==> src/sv/mrsp_pkg.sv <==
// mrsp_pkg: shared types, parse-mode codes and byte constants for the
// MIDI running-status parser. No dependencies.
`default_nettype none

package mrsp_pkg;

    // parse mode codes
    localparam logic [2:0] MODE_RESET  = 3'd0;
    localparam logic [2:0] MODE_SYSEX  = 3'd1;
    localparam logic [2:0] MODE_SINGLE = 3'd2;
    localparam logic [2:0] MODE_FIRST  = 3'd3;
    localparam logic [2:0] MODE_SECOND = 3'd4;

    localparam logic [4:0] ALL_CHANNELS = 5'd16;

    localparam logic [7:0] SYSEX_START = 8'hF0;
    localparam logic [3:0] CMD_SYSTEM  = 4'hF;
    localparam logic [3:0] CMD_PROGRAM = 4'hC;
    localparam logic [3:0] CMD_PRESSURE = 4'hD;
    localparam logic [3:0] CMD_NOTE_ON  = 4'h9;
    localparam logic [3:0] CMD_NOTE_OFF = 4'h8;

    typedef struct packed {
        logic [7:0] rx_byte;
        logic       overrun;
    } rx_beat_t;

    typedef struct packed {
        logic [7:0] msg_status;
        logic [6:0] data_first;
        logic [6:0] data_second;
    } msg_beat_t;

    function automatic logic is_realtime(input logic [7:0] b);
        return (b == 8'hF8) || (b == 8'hFA) || (b == 8'hFB) ||
               (b == 8'hFC) || (b == 8'hFE) || (b == 8'hFF);
    endfunction

endpackage

`default_nettype wire

==> src/sv/mrsp_decode.sv <==
// mrsp_decode: parse state (mode, running status, held first byte) and the
// single-pass decode of one registered byte. Depends on mrsp_pkg.
`default_nettype none

module mrsp_decode (
    input  wire logic                clk,
    input  wire logic                rst_n,
    input  wire logic                fire,
    input  wire mrsp_pkg::rx_beat_t  beat,
    input  wire logic [4:0]          own_channel,
    output logic                     emit,
    output mrsp_pkg::msg_beat_t      msg
);
    import mrsp_pkg::*;

    logic [2:0] mode_reg, mode_next;
    logic [7:0] status_reg, status_next;
    logic [6:0] held_reg, held_next;
    logic       chan_ok;
    logic       mode_data;

    assign chan_ok = (own_channel == ALL_CHANNELS) ||
                     (status_reg[3:0] == own_channel[3:0]);
    assign mode_data = (mode_reg == MODE_SINGLE) || (mode_reg == MODE_FIRST) ||
                       (mode_reg == MODE_SECOND);

    always_comb
    begin
        mode_next   = mode_reg;
        status_next = status_reg;
        held_next   = held_reg;
        emit        = 1'b0;
        msg         = '0;
        if (fire)
        begin
            if (beat.overrun)
            begin
                mode_next = MODE_RESET;
            end
            else if (is_realtime(beat.rx_byte))
            begin
                mode_next = mode_reg;
            end
            else if (beat.rx_byte[7])
            begin
                status_next = beat.rx_byte;
                if (beat.rx_byte == SYSEX_START)
                    mode_next = MODE_SYSEX;
                else if (beat.rx_byte[7:4] == CMD_SYSTEM)
                    mode_next = MODE_RESET;
                else if (beat.rx_byte[7:4] == CMD_PROGRAM ||
                         beat.rx_byte[7:4] == CMD_PRESSURE)
                    mode_next = MODE_SINGLE;
                else
                    mode_next = MODE_FIRST;
            end
            else if (mode_data && status_reg[7:4] != CMD_SYSTEM && chan_ok)
            begin
                case (mode_reg)
                    MODE_FIRST:
                    begin
                        held_next = beat.rx_byte[6:0];
                        mode_next = MODE_SECOND;
                    end
                    MODE_SECOND:
                    begin
                        mode_next      = MODE_FIRST;
                        emit           = 1'b1;
                        msg.data_first = held_reg;
                        // note-on, velocity 0 -> note-off
                        if (status_reg[7:4] == CMD_NOTE_ON && beat.rx_byte[6:0] == 7'd0)
                        begin
                            msg.msg_status  = {CMD_NOTE_OFF, status_reg[3:0]};
                            msg.data_second = 7'd0;
                        end
                        else
                        begin
                            msg.msg_status  = status_reg;
                            msg.data_second = beat.rx_byte[6:0];
                        end
                    end
                    default:
                    begin
                        emit            = 1'b1;
                        msg.msg_status  = status_reg;
                        msg.data_first  = beat.rx_byte[6:0];
                        msg.data_second = 7'd0;
                    end
                endcase
            end
        end
    end

    always_ff @(posedge clk or negedge rst_n)
    begin
        if (!rst_n)
        begin
            mode_reg   <= MODE_RESET;
            status_reg <= 8'd0;
            held_reg   <= 7'd0;
        end
        else
        begin
            mode_reg   <= mode_next;
            status_reg <= status_next;
            held_reg   <= held_next;
        end
    end

endmodule

`default_nettype wire

==> src/sv/mrsp_out_reg.sv <==
// mrsp_out_reg: result register with valid/stall toward the sink.
// Depends on mrsp_pkg.
`default_nettype none

module mrsp_out_reg (
    input  wire logic                clk,
    input  wire logic                rst_n,
    input  wire logic                load,
    input  wire mrsp_pkg::msg_beat_t msg_in,
    input  wire logic                stall,
    output logic                     free,
    output logic                     valid,
    output mrsp_pkg::msg_beat_t      msg_out
);
    import mrsp_pkg::*;

    logic      valid_reg;
    msg_beat_t msg_reg;

    assign free    = !valid_reg || !stall;
    assign valid   = valid_reg;
    assign msg_out = msg_reg;

    always_ff @(posedge clk or negedge rst_n)
    begin
        if (!rst_n)
            valid_reg <= 1'b0;
        else if (free)
            valid_reg <= load;
    end

    always_ff @(posedge clk)
    begin
        if (free && load)
            msg_reg <= msg_in;
    end

endmodule

`default_nettype wire

==> src/sv/midi_running_status_parser_core.sv <==
// midi_running_status_parser_core: top level of the MIDI running-status parser.
// Holds the input register and own_channel; uses mrsp_decode, mrsp_out_reg, mrsp_pkg.
//
//  channel | direction | handshake          | payload
//  --------+-----------+--------------------+-----------------------------------
//  rx      | in        | rx_valid/rx_stall  | rx_byte[7:0], overrun
//  msg     | out       | msg_valid/msg_stall| msg_status[7:0], data_first[6:0],
//          |           |                    | data_second[6:0]
//  cfg     | in        | cfg_valid/cfg_ready| cfg_data[4:0] (own_channel)
//
// One byte per cycle sustained while msg_stall is low. A byte is captured in the
// input register, decoded in a single pass and, if it completes a message, lands
// in the result register, which drives msg_valid. Reset clears the parse to reset
// mode, running status and held byte to zero, own_channel to 16 (all channels).
// A stalled sink holds the result register; the input register then holds and
// rx_stall rises only while it is full.
`default_nettype none

module midi_running_status_parser_core (
    input  wire logic       clk,
    input  wire logic       rst_n,
    // byte input
    input  wire logic       rx_valid,
    output logic            rx_stall,
    input  wire logic [7:0] rx_byte,
    input  wire logic       overrun,
    // message output
    output logic            msg_valid,
    input  wire logic       msg_stall,
    output logic [7:0]      msg_status,
    output logic [6:0]      data_first,
    output logic [6:0]      data_second,
    // config write
    input  wire logic       cfg_valid,
    output logic            cfg_ready,
    input  wire logic [4:0] cfg_data
);
    import mrsp_pkg::*;

    logic [4:0] own_channel_reg;
    logic       in_valid_reg;
    rx_beat_t   in_beat_reg;
    logic       out_free;
    logic       fire;
    logic       emit;
    msg_beat_t  dec_msg;
    msg_beat_t  out_msg;

    // config always taken; the user must write it only while idle, the block does not enforce this
    assign cfg_ready = 1'b1;

    always_ff @(posedge clk or negedge rst_n)
    begin
        if (!rst_n)
            own_channel_reg <= ALL_CHANNELS;
        else if (cfg_valid)
            own_channel_reg <= cfg_data;
    end

    // input register advances whenever the result register can take a beat
    assign fire     = in_valid_reg && out_free;
    assign rx_stall = in_valid_reg && !out_free;

    always_ff @(posedge clk or negedge rst_n)
    begin
        if (!rst_n)
            in_valid_reg <= 1'b0;
        else if (!rx_stall)
            in_valid_reg <= rx_valid;
    end

    always_ff @(posedge clk)
    begin
        if (rx_valid && !rx_stall)
            in_beat_reg <= '{rx_byte: rx_byte, overrun: overrun};
    end

    mrsp_decode u_decode (
        .clk         (clk),
        .rst_n       (rst_n),
        .fire        (fire),
        .beat        (in_beat_reg),
        .own_channel (own_channel_reg),
        .emit        (emit),
        .msg         (dec_msg)
    );

    mrsp_out_reg u_out (
        .clk     (clk),
        .rst_n   (rst_n),
        .load    (fire && emit),
        .msg_in  (dec_msg),
        .stall   (msg_stall),
        .free    (out_free),
        .valid   (msg_valid),
        .msg_out (out_msg)
    );

    assign msg_status  = out_msg.msg_status;
    assign data_first  = out_msg.data_first;
    assign data_second = out_msg.data_second;

endmodule

`default_nettype wire

==> config.mk <==
export PLATFORM = sky130hd
export DESIGN_NAME = midi_running_status_parser_core
export DESIGN_NICKNAME = d
export VERILOG_FILES = /design/src/sv/mrsp_pkg.sv /design/src/sv/mrsp_decode.sv /design/src/sv/mrsp_out_reg.sv /design/src/sv/midi_running_status_parser_core.sv
export SDC_FILE = /design/constraint.sdc
export NUM_CORES = 1
export LEC_CHECK = 0
export BUFFER_PORTS_ARGS = -buffer_cell sky130_fd_sc_hd__clkbuf_2
export CAP_MARGIN = 20
export CORE_ASPECT_RATIO = 1.25
export CORE_MARGIN = 3
export CORE_UTILIZATION = 57
export CTS_BUF_LIST = sky130_fd_sc_hd__clkbuf_8
export DETAILED_ROUTE_END_ITERATION = 10
export PLACE_DENSITY = 0.82
export SLEW_MARGIN = 15
export SYNTH_ARGS = -nofsm -noshare
export SYNTH_HDL_FRONTEND = slang
export SYNTH_SLANG_ARGS = --single-unit
==> constraint.sdc <==
create_clock -name clk -period 2.6 [get_ports clk]
set_input_delay 0.52 -clock clk [delete_from_list [all_inputs] [get_ports clk]]
set_output_delay 0.52 -clock clk [all_outputs]
set_load 0.01 [all_outputs]
## After elaboration in Yosys (flattened, before gate mapping)

Cells that the tools add are included.

| storage, ports and cells | value |
|---|---|
| word-level logic and storage cells | 80 |
| output and inout port bits | 25 |
| register bits | 56 |

| operators by class | value |
|---|---|
| reduce and logical (&&, ||, !) cells | 29 |
| mux-type cells | 17 |
| bitwise operators | 5 |
| equal/unequal tests | 18 |

Operators by type and width:

| kind | number |
|---|---|
| $eq A8 B8 Y1 const B | 7 |
| $pmux W22 S2 | 1 |
| $mux W3 | 6 |
| $eq A4 B4 Y1 const B | 4 |
| $logic_or A1 B1 Y1 | 10 |
| $logic_and A1 B1 Y1 | 8 |
| $mux W8 | 1 |
| $reduce_and A4 Y1 | 2 |
| $logic_not A7 Y1 | 1 |
| $mux W1 | 7 |
| $mux W7 | 1 |
| $eq A3 B2 Y1 const B | 2 |
| $pmux W3 S2 | 1 |
| $reduce_and A6 Y1 | 1 |
| $eq A5 B5 Y1 const B | 1 |
| $not A1 Y1 | 5 |
| $reduce_or A5 Y1 | 1 |
| $eq A4 B4 Y1 | 1 |
| $logic_not A1 Y1 | 4 |
| $ne A4 B4 Y1 const B | 1 |
| $reduce_bool A4 Y1 | 1 |
| $eq A3 B3 Y1 const B | 1 |
| $reduce_bool A3 Y1 | 1 |
| $ne A2 B2 Y1 const B | 1 |

## Logic depth before layout (Yosys ltp)

Gate-level depths: netlist of the first run.

| logic depth | value |
|---|---|
| depth in word-level cells | 12 |
| gate-level depth with buffers | 6 |

## By module

Synthesis of the first run repeated with hierarchy kept, for this count alone.

| unflattened totals | value |
|---|---|
| cell total of the unflattened synthesis | 174 |
| area, all modules | 2429.8 um^2 |

By module, submodules not included:

| module | instances | sequential area each (um^2) | area each (um^2) | cells each |
|---|---|---|---|---|
| mrsp_decode | 1 | 450.4 | 1197.4 | 120 |
| mrsp_out_reg | 1 | 685.7 | 708.2 | 26 |
| midi_running_status_parser_core | 1 | 421.7 | 524.3 | 28 |

## Worst setup path before layout of the first run

No wires, ideal clock.

| timing path | value |
|---|---|
| path kind | reg2reg |
| start point | register u_decode.status_reg[0] |
| end point | register u_out.msg_reg, in the netlist u_out.msg_out[0], enable pin |
| slack | 0.350 ns |
| clock period less this slack | 2.250 ns |
| cell stages (with the launch flop) | 7 |
| setup time | 0.377 ns |
| data arrival time | 1.874 ns |
| buffers on the path | 1 |
| required time | 2.223 ns |
| cell sequence | dfrtp_1 xor2_1 nor4_4 o221ai_1 buf_2 nand2b_1 inv_1 |

| between the ends | value |
|---|---|
| longest elaborated chain between the ends | 10 |

RTL lines:

| what | line | RTL |
|---|---|---|
| from (decl) | mrsp_decode.sv:17 | `logic [7:0] status_reg, status_next;` |
| from (signal assigned) | mrsp_decode.sv:105 | `status_reg <= status_next;` |
| $eq A4 B4 Y1 | mrsp_decode.sv:23 | `(status_reg[3:0] == own_channel[3:0]);` |
| $logic_or A1 B1 Y1 | mrsp_decode.sv:22 | `assign chan_ok = (own_channel == ALL_CHANNELS) \|\|` |
| $logic_and A1 B1 Y1 | mrsp_decode.sv:57 | `else if (mode_data && status_reg[7:4] != CMD_SYSTEM && chan_ok)` |
| $mux W1 | mrsp_decode.sv:57 |  |
| $mux W1 | mrsp_decode.sv:44 | `else if (beat.rx_byte[7])` |
| $mux W1 | mrsp_decode.sv:40 | `else if (is_realtime(beat.rx_byte))` |
| $mux W1 | mrsp_decode.sv:36 | `if (beat.overrun)` |
| $mux W1 | mrsp_decode.sv:34 | `if (fire)` |
| $logic_and A1 B1 Y1 | midi_running_status_parser_core.sv:91 | `.load (fire && emit),` |
| $logic_and A1 B1 Y1 | mrsp_out_reg.sv:34 | `if (free && load)` |
| to (signal assigned) | mrsp_out_reg.sv:35 | `msg_reg <= msg_in;` |
| to (decl) | mrsp_out_reg.sv:18 | `msg_beat_t msg_reg;` |

Every way passes these cells.
A chain may end at the register's enable or synchronous reset.

## Worst setup path in the final report of the first run

| timing path | value |
|---|---|
| start point | register u_decode.status_reg[0] |
| end point | register u_out.msg_reg, in the netlist u_out.msg_out[16], enable pin |

Same word-level chain as after synthesis.

==> results.json, run 1 <==
{
  "fillers": 318,
  "yosysSeqAreaShare_pct": 66.40,
  "multiInputGateArea_um2": 748.2,
  "synthFlopType": "edfxtp_1",
  "final.setup.tns_ns": 0,
  "viasPerCell": 5.529,
  "r2r-start": "u_decode.status_reg[0]",
  "peakVddDrop_uv": 390.8,
  "dp_hpwl_mm": 3.138,
  "syn_avg_cell_area_um2": 13.88,
  "rsz0062_at_grt": "no",
  "crit_fanout": 22,
  "grt_overflow": 0,
  "postCtsSetupBuffers": 0,
  "p_per_area_nw_per_um2": 630.0,
  "finalHoldViolations": 0,
  "whs_ns": 0.2182,
  "track_usage_pct": 18.59,
  "worstPathRequired_ns": 2.60,
  "cts_buffer_depth": 2,
  "ant_nets": 0,
  "final_nets": 236,
  "ys_ff_latch": 56,
  "yosysTopAreaCellShare_pct": 39.68,
  "finalWorstSetupSlack_ns": 0.5765,
  "cts_tree": "built",
  "rows": 25,
  "r2r_setup_slack_ns": 0.58,
  "io_pins": 44,
  "maxSlewHeadroom_pct": 57.76,
  "hold_buffers": 0,
  "start_util_pct": 60.48,
  "drive_gt1_share_pct": 35.32,
  "leakagePower_nw": 1.255,
  "antenna_found_initial": 0,
  "postPlaceCellArea_um2": 2625,
  "clock-sinks": 56,
  "largest_reg_flops": 22,
  "dpl.cell_count": 264,
  "pre_cts_ws_ns": 0.4683,
  "cts_buffers": 5,
  "max_freq_mhz": 494.2,
  "syn_to_final_growth_pct": 16.48,
  "critPathLaunchType": "register",
  "cts-resized-gates": 0,
  "vias": 1504,
  "end_kind": "register",
  "grt_pass1_vias": 1508,
  "die_w_um": 63.38,
  "ys_types": 36,
  "post-route-period-util_pct": 77.83,
  "wl_per_cell_um": 15.06,
  "synthesis.area_um2": 2346,
  "finish.instance_area_um2": 2733,
  "drt_pass1_iterations": 4,
  "fin_crit_ns": 2.023,
  "worstMarginPinSlew_ns": 0.6323,
  "worst_skew_pair.late_latency_ns": 0.31,
  "dieHeight_um": 77.73,
  "syn-instance-count": 169,
  "drc": 0,
  "cts.clk_slew.worst_paths_ns": 0.09,
  "max_cap_viol_count": 0,
  "arrival_ns": 2.02,
  "dieArea_um2": 4926,
  "critPathKind": "reg2reg",
  "grt_pass1_wl_mm": 7.086,
  "grt_max_degree": 26,
  "seq_area_um2": 1558,
  "synth_nets": 188,
  "finalSetupViolations": 0,
  "htreeDepth": 2,
  "worstRegToRegCells": 6,
  "gp_congestion": 0.8345,
  "instances_no_fill": 272,
  "antenna_cells": 0,
  "drt_iter0_drc": 50,
  "port-buffer-count": 42,
  "synth_edf_count": 31,
  "hold_class": "in2async",
  "ys_warn_count": 0,
  "root_buffer": "clkbuf_8",
  "fin_skew_ns": 0.003877,
  "status": "complete, no violations",
  "core-area_um2": 3879,
  "regToRegEndpoint": "u_out.msg_out[16]",
  "async_flop_share_pct": 44.64,
  "drv_slew": 0,
  "synth_area_leaders": "edfxtp_1 (40%), dfrtp_1 (26%), mux2_2 (9.6%), and3_1 (2.4%), a22oi_1 (2.2%)",
  "yosysTopAreaCell": "edfxtp_1",
  "wl_mm": 4.095
}
==> per-layer routing <==
| layer | up-vias | part of all wire (%) | global-route usage, % |
|---|---|---|---|
| li1 | 714 | - | - |
| met1 | 733 | 39 | 21.66 |
| met5 | - | 0 | 0 |
| met2 | 48 | 53 | 32.08 |
| met3 | 9 | 5.4 | 4.776 |
| met4 | 0 | 2.3 | 8.207 |
==> synthesized netlist by cell type, drive strengths merged, types with 3 or more instances <==
master / instances
buf: 3
dfrtp: 24
xor2: 4
o21ai: 5
nor2: 14
nor2b: 3
inv: 5
nand2: 5
nor4: 4
nand3: 4
a22oi: 7
and3: 9
mux2: 20
and2: 8
nand2b: 3
edfxtp: 31
==> kinds of logic (layout without fill, tap and decap cells) <==
logic type / Yosys count / count (layout) / synth area share, %
other: 1 / 1 / 0.1598
AOI/OAI and AO/OA: 21 / 21 / 6.294
buffers and inverters: 9 / 58 / 1.707
DFF: 56 / 56 / 66.40
and+or+nand+nor: 58 / 58 / 14.35
muxes: 20 / 20 / 9.600
xor gates and xnor gates: 4 / 4 / 1.493
==> worst max path at each step <==
| stage | from | slack (ns) | depth (start not counted) | to |
|---|---|---|---|---|
| floorplan | u_decode.status_reg[0] | 0.35 | 6 | u_out.msg_out[0] |
| global placement | msg_stall | 0.57 | 7 | u_out.msg_out[17] |
| detailed placement | msg_stall | 0.47 | 5 | u_decode.status_reg[5] |
| CTS | u_decode.status_reg[0] | 0.57 | 6 | u_out.msg_out[16] |
| global route | in_beat_reg[8] | 0.42 | 6 | u_out.msg_out[16] |
| finish | u_decode.status_reg[0] | 0.58 | 6 | u_out.msg_out[16] |
==> layout make-up <==
class,count,area share [%]
Clock buffer,5,2.518
Multi-Input combinational cell,104,27.38
Sequential cell,56,57.01
Timing Repair Buffer,45,8.516
Inverter,5,0.6868
Tap cell,54,2.473
Clock inverter,3,1.419
==> placed cells by master (no fill, tap or decap), types with 2 or more instances in the layout <==
| cell type | instances |
|---|---|
| a22oi_1 | 7 |
| dfrtp_1 | 24 |
| a31oi_1 | 2 |
| nand4_1 | 2 |
| inv_1 | 6 |
| nor4_1 | 3 |
| buf_4 | 3 |
| and3_1 | 9 |
| nor2_1 | 13 |
| nand3_1 | 4 |
| o21ai_0 | 4 |
| and2_1 | 8 |
| o221ai_1 | 2 |
| nor2b_1 | 3 |
| nand2_1 | 5 |
| nand2b_1 | 3 |
| nand3b_1 | 2 |
| clkbuf_2 | 42 |
| clkbuf_8 | 5 |
| xor2_1 | 4 |
| mux2_2 | 20 |
| edfxtp_1 | 31 |
==> metrics by stage <==
| stage | util, % | power [mW] |
|---|---|---|
| 2_1_floorplan | - | 1.148 |
| 3_3_place_gp | 67.68 | 1.191 |
| 3_5_place_dp | 67.68 | 1.204 |
| 4_1_cts | 70.45 | 1.733 |
| 5_1_grt | 70.45 | 1.792 |
| 6_report | 70.45 | 1.722 |
==> critical path, cell delays in order (launching register included) <==
cell,delay [ns]
dfrtp_1,0.41
xor2_1,0.20
nor4_4,0.36
o221ai_1,0.21
nand2b_1,0.20
inv_1,0.07
buf_4,0.26
==> report_power, final <==
part	total, mW	switching (mW)	leakage (nW)	internal [mW]
sequential	1.04	0.0527	0.648	0.986
combinational	0.145	0.0733	0.548	0.0721
clock	0.538	0.256	0.0593	0.282
No activity file was read; power rests on OpenSTA's default activity.
==> inputs of run 2 (changes only) <==
CORE_UTILIZATION = 51   (was 57)
PLACE_DENSITY = 0.77   (was 0.82)
clock period = 1.8 ns   (was 2.6 ns; I/O delays follow)
==> results.json, run 2 (same netlist as run 1, synthesis figures left out) <==
{
  "status": "complete, but fails checks",
  "violations": "setup timing",
  "hold_buffers": 0,
  "rsz0062_at_grt": "yes",
  "io_pins": 44,
  "slowest_stage": "dfrtp_1",
  "whs_ns": 0.04461,
  "drt_iter0_drc": 101,
  "gp_congestion": 0.8692,
  "ant_nets": 0,
  "crit_fanout": 7,
  "grt_max_degree": 26,
  "fin_crit_ns": 1.891,
  "post-route-period-util_pct": 105.1,
  "cts.clk_slew.worst_paths_ns": 0.10,
  "worst_skew_pair.late_latency_ns": 0.31,
  "die_w_um": 66.67,
  "drive_gt1_share_pct": 44.78,
  "grt_pass1_vias": 1565,
  "end_kind": "register",
  "dieHeight_um": 81.83,
  "cts_buffers": 5,
  "vias": 1601,
  "finalHoldViolations": 0,
  "final_cell_mix": "clkbuf_2 (42), edfxtp_1 (31), dfrtp_1 (24)",
  "critPathLaunchType": "register",
  "wl_per_cell_um": 15.97,
  "clock-sinks": 56,
  "viasPerCell": 5.598,
  "hold_class": "in2async",
  "max_cap_viol_count": 0,
  "drc": 0,
  "root_buffer": "clkbuf_8",
  "grt_overflow": 0,
  "rows": 26,
  "finalSetupViolations": 31,
  "peakVddDrop_uv": 484.9,
  "cts_tree": "built",
  "start_util_pct": 55.05,
  "p_per_area_nw_per_um2": 844.4,
  "dieArea_um2": 5455,
  "grt_pass1_wl_mm": 7.251,
  "drv_slew": 0,
  "drt_pass1_iterations": 4,
  "critPathKind": "reg2reg",
  "port-buffer-count": 42,
  "cts_buffer_depth": 2,
  "largest_reg_flops": 22,
  "maxSlewHeadroom_pct": 58.17,
  "finalWorstSetupSlack_ns": -0.09136,
  "dp_hpwl_mm": 3.379,
  "worstMarginPinSlew_ns": 0.6275,
  "htreeDepth": 2,
  "layout_commonest_cell": "clkbuf_2",
  "cp_cell_sequence": "xor2_1 -> nor4_4 -> o21ai_1 -> nor2_4 -> mux2_2",
  "final_nets": 248,
  "fin_skew_ns": 0.01108,
  "slowest_delay_ns": 0.43,
  "syn_to_final_growth_pct": 23.09,
  "track_usage_pct": 17.99,
  "max_freq_mhz": 528.7,
  "leakagePower_nw": 1.300,
  "core-area_um2": 4262,
  "dpl.cell_count": 276,
  "arrival_ns": 2.09,
  "antenna_found_initial": 0,
  "antenna_cells": 0,
  "instances_no_fill": 286,
  "worstPathRequired_ns": 1.99,
  "wl_mm": 4.566
}
run 2: power breakdown:
group | internal [mW] | switching [mW]
clock network | 0.276 | 0.395
registers | 1.42 | 0.0735
logic | 0.136 | 0.133
run 2: final timing paths:
kind / slack [ns] / depth (start not counted) / endpoint / startpoint
setup / recovery: -0.09 / 5 / u_decode.held_reg[0] / own_channel_reg[3]
hold / removal: 0.04 / 1 / own_channel_reg[0] / rst_n
setup reg to reg: -0.09 / 5 / u_decode.held_reg[0] / own_channel_reg[3]
hold reg to reg: 0.52 / 1 / u_decode.held_reg[4] / u_decode.held_reg[4]
max in group asynchronous: 1.34 / 1 / u_decode.held_reg[6] / rst_n
min in group clk: 0.22 / 1 / in_beat_reg[5] / rx_byte[4]
run 2: timing repair:
action,in CTS,in global routing
setup buffers,1,1
cloned,0,0
setup endpoints to repair,38,46
resized for setup,1,13
run 2: stage by stage:
stage / power [mW] / setup WS, ns / area, µm² / util [%] / TNS, ns
after floorplan: 1.661 / -0.1402 / 2370 / - / -3.085
after global placement: 1.750 / 0.01093 / 2733 / 64.12 / 0
after detailed placement: 1.770 / -0.05702 / 2733 / 64.12 / -0.3891
after CTS: 2.447 / -0.05188 / 2833 / 66.47 / -0.8903
after global routing: 2.545 / -0.1621 / 2888 / 67.76 / -4.725
final: 2.438 / -0.09136 / 2888 / 67.76 / -2.395
run 2: area by class of cell:
cell class / count / area (µm²)
clock inverters: 3 / 21.27
multi-input cells: 104 / 804.5
flip-flops and latches: 56 / 1558
clock buffers: 5 / 68.82
repair buffers: 57 / 339.1
fillers: 298 / 1374
inverters: 5 / 26.28
well taps: 56 / 70.07
run 2: critical path: cells and delay by family (launching register included):
| family | cells | cell delay (ns) |
|---|---|---|
| and+or+nand+nor | 2 | 0.62 |
| AOI/OAI and AO/OA | 1 | 0.17 |
| xor gates and xnor gates | 1 | 0.18 |
| muxes | 1 | 0.37 |
| DFF | 1 | 0.43 |
run 2: layer usage:
metal,vias up,global-route usage [%],wire length (µm)
met5,-,0,0
met4,0,6.504,70
met3,10,5.198,319
met2,70,32.24,2437
met1,784,20.15,1739
li1,737,-,-
==> inputs of run 3 (changes only) <==
CELL_PAD_IN_SITES_DETAIL_PLACEMENT = 0   (was not set)
CELL_PAD_IN_SITES_GLOBAL_PLACEMENT = 1   (was not set)
CORE_UTILIZATION = 35   (was 51)
PLACE_DENSITY = not set   (was 0.77)
PLACE_DENSITY_LB_ADDON = 0.1   (was not set)
==> results.json, run 3 (same netlist as run 1, synthesis figures left out) <==
{
  "worstRegToRegCells": 5,
  "port-buffer-count": 42,
  "finalPower_mw": 2.427,
  "drive_gt1_share_pct": 43.40,
  "regToRegEndpoint": "u_decode.held_reg[0]",
  "max_cap_viol_count": 0,
  "cp_top_family": "simple AND/OR/NAND/NOR gates",
  "gp_congestion": 0.7519,
  "grt_pass1_vias": 1568,
  "final_nets": 253,
  "cp_cell_sequence": "xor2_1 -> nor4_4 -> o21ai_1 -> nor2_4 -> mux2_2",
  "peakVddDrop_uv": 390.3,
  "antenna_cells": 0,
  "io_pins": 44,
  "cts_buffers": 5,
  "die_w_um": 79.23,
  "wl_per_cell_um": 14.44,
  "track_usage_pct": 12.73,
  "worstMarginPinSlew_ns": 0.6470,
  "slowest_delay_ns": 0.42,
  "finalSetupViolations": 31,
  "critPathLaunchType": "register",
  "drv_slew": 0,
  "grt_pass1_wl_mm": 7.686,
  "p_per_area_nw_per_um2": 826.8,
  "dpl.cell_count": 311,
  "leakagePower_nw": 1.310,
  "start_util_pct": 37.08,
  "critPathBufInv": 0,
  "finish.instance_area_um2": 2935,
  "drt_pass1_iterations": 5,
  "arrival_ns": 2.04,
  "crit_fanout": 7,
  "finalHoldViolations": 0,
  "cp.depth": 5,
  "post-route-period-util_pct": 102.1,
  "r2r-start": "u_decode.status_reg[0]",
  "layout_commonest_cell": "clkbuf_2",
  "cts_tree": "built",
  "worst_skew_pair.late_latency_ns": 0.31,
  "wl_mm": 4.620,
  "finalWorstSetupSlack_ns": -0.03866,
  "cp-startpoint": "u_decode.status_reg[0]",
  "syn_to_final_growth_pct": 25.12,
  "dieArea_um2": 7727,
  "p_sw_mw": 0.6034,
  "htreeDepth": 2,
  "hold_class": "in2async",
  "p_sw_share_pct": 24.86,
  "final_cell_mix": "clkbuf_2 (42), edfxtp_1 (31), dfrtp_1 (24)",
  "drc": 0,
  "status": "complete, but fails checks",
  "root_buffer": "clkbuf_8",
  "fin_crit_ns": 1.839,
  "grt_max_degree": 26,
  "r2r_setup_slack_ns": -0.04,
  "core-area_um2": 6326,
  "end_kind": "register",
  "grt_overflow": 0,
  "antenna_found_initial": 0,
  "pre_cts_ws_ns": -0.1041,
  "endpoint": "u_decode.held_reg[0]",
  "vias": 1535,
  "fillers": 613,
  "rows": 32,
  "slowest_stage": "dfrtp_1",
  "violations": "setup timing",
  "clock-sinks": 56,
  "fin_skew_ns": 0.004655,
  "clkPwrFrac_pct": 27.9,
  "dp_hpwl_mm": 3.508,
  "hold_buffers": 0,
  "critPathKind": "reg2reg",
  "rsz0062_at_grt": "yes",
  "maxSlewHeadroom_pct": 56.86,
  "instances_no_fill": 320,
  "power.internal_mw": 1.823,
  "cts_buffer_depth": 2,
  "cts.clk_slew.worst_paths_ns": 0.10,
  "dieHeight_um": 97.54,
  "worstPathRequired_ns": 2.00,
  "p_seq_share_pct": 61.4,
  "max_freq_mhz": 543.9,
  "postPlaceCellArea_um2": 2814,
  "ant_nets": 0,
  "drt_iter0_drc": 80,
  "largest_reg_flops": 22,
  "combPwrFrac_pct": 10.7,
  "viasPerCell": 4.797
}
[run 3: changes by cell type in the layout (fill, tap and decap cells not counted), sizes merged]
cell	previous run	this run
buf	15	20
clkinvlp	3	4
inv	4	3
[run 3: how the worst min path moves through the flow]
stage | startpoint | to | slack, ns | cells after the start
3_3_place_gp | rst_n | own_channel_reg[2] | 0.40 | 1
4_1_cts | rst_n | own_channel_reg[2] | 0.08 | 1
3_5_place_dp | rst_n | own_channel_reg[2] | 0.41 | 1
5_1_grt | rst_n | u_decode.status_reg[1] | 0.10 | 1
2_1_floorplan | rst_n | in_valid_reg | 0.06 | 0
6_report | rst_n | own_channel_reg[2] | 0.06 | 1
[run 3: routing by layer]
| metal | up-vias | global-route usage (%) | part of all wire (%) |
|---|---|---|---|
| met4 | 0 | 4.101 | 1.7 |
| met2 | 55 | 22.18 | 49 |
| met1 | 725 | 15.00 | 43 |
| met5 | - | 0 | 0 |
| li1 | 746 | - | - |
| met3 | 9 | 3.432 | 6.0 |
[run 3: final cells by class]
cell class | instances | area [µm²] | area share, %
sequential | 56 | 1558 | 53.07
clock buffer | 5 | 68.82 | 2.344
multi-input combinational | 104 | 780.7 | 26.60
inverter | 5 | 26.28 | 0.8951
timing repair buffer | 62 | 376.6 | 12.83
clock inverter | 3 | 18.77 | 0.6394
tap | 85 | 106.4 | 3.623
[run 3: worst reg2reg max path, cell delays in order, from the launching register on]
cell and delay [ns]:
dfrtp_1 0.42, xor2_1 0.20, nor4_4 0.36, o21ai_1 0.17, nor2_4 0.22, mux2_2 0.36
[run 3: metrics by stage]
step                TNS [ns]  util (%)  hold WS, ns
global placement      -1.931     44.48       0.4014
CTS                  -0.9712     45.91      0.07557
global route          -4.732     46.40       0.1013
floorplan             -3.085         -      0.06441
detailed placement    -3.731     44.48       0.4125
finish                -1.081     46.40      0.05577
[run 3: power by group through the flow]
stage                     clock network [mW]  registers, mW  logic (mW)
after floorplan                            0           1.50       0.160
after global placement                     0           1.51       0.254
after detailed placement                   0           1.52       0.260
after CTS                              0.691           1.49       0.262
after global routing                   0.737           1.50       0.292
final                                  0.676           1.49       0.261
[run 3: repair_timing]
item,4_1_cts,5_1_grt
pin swaps,0,1
gates resized for setup,1,7
setup endpoints to repair,36,51
buffers inserted,0,1
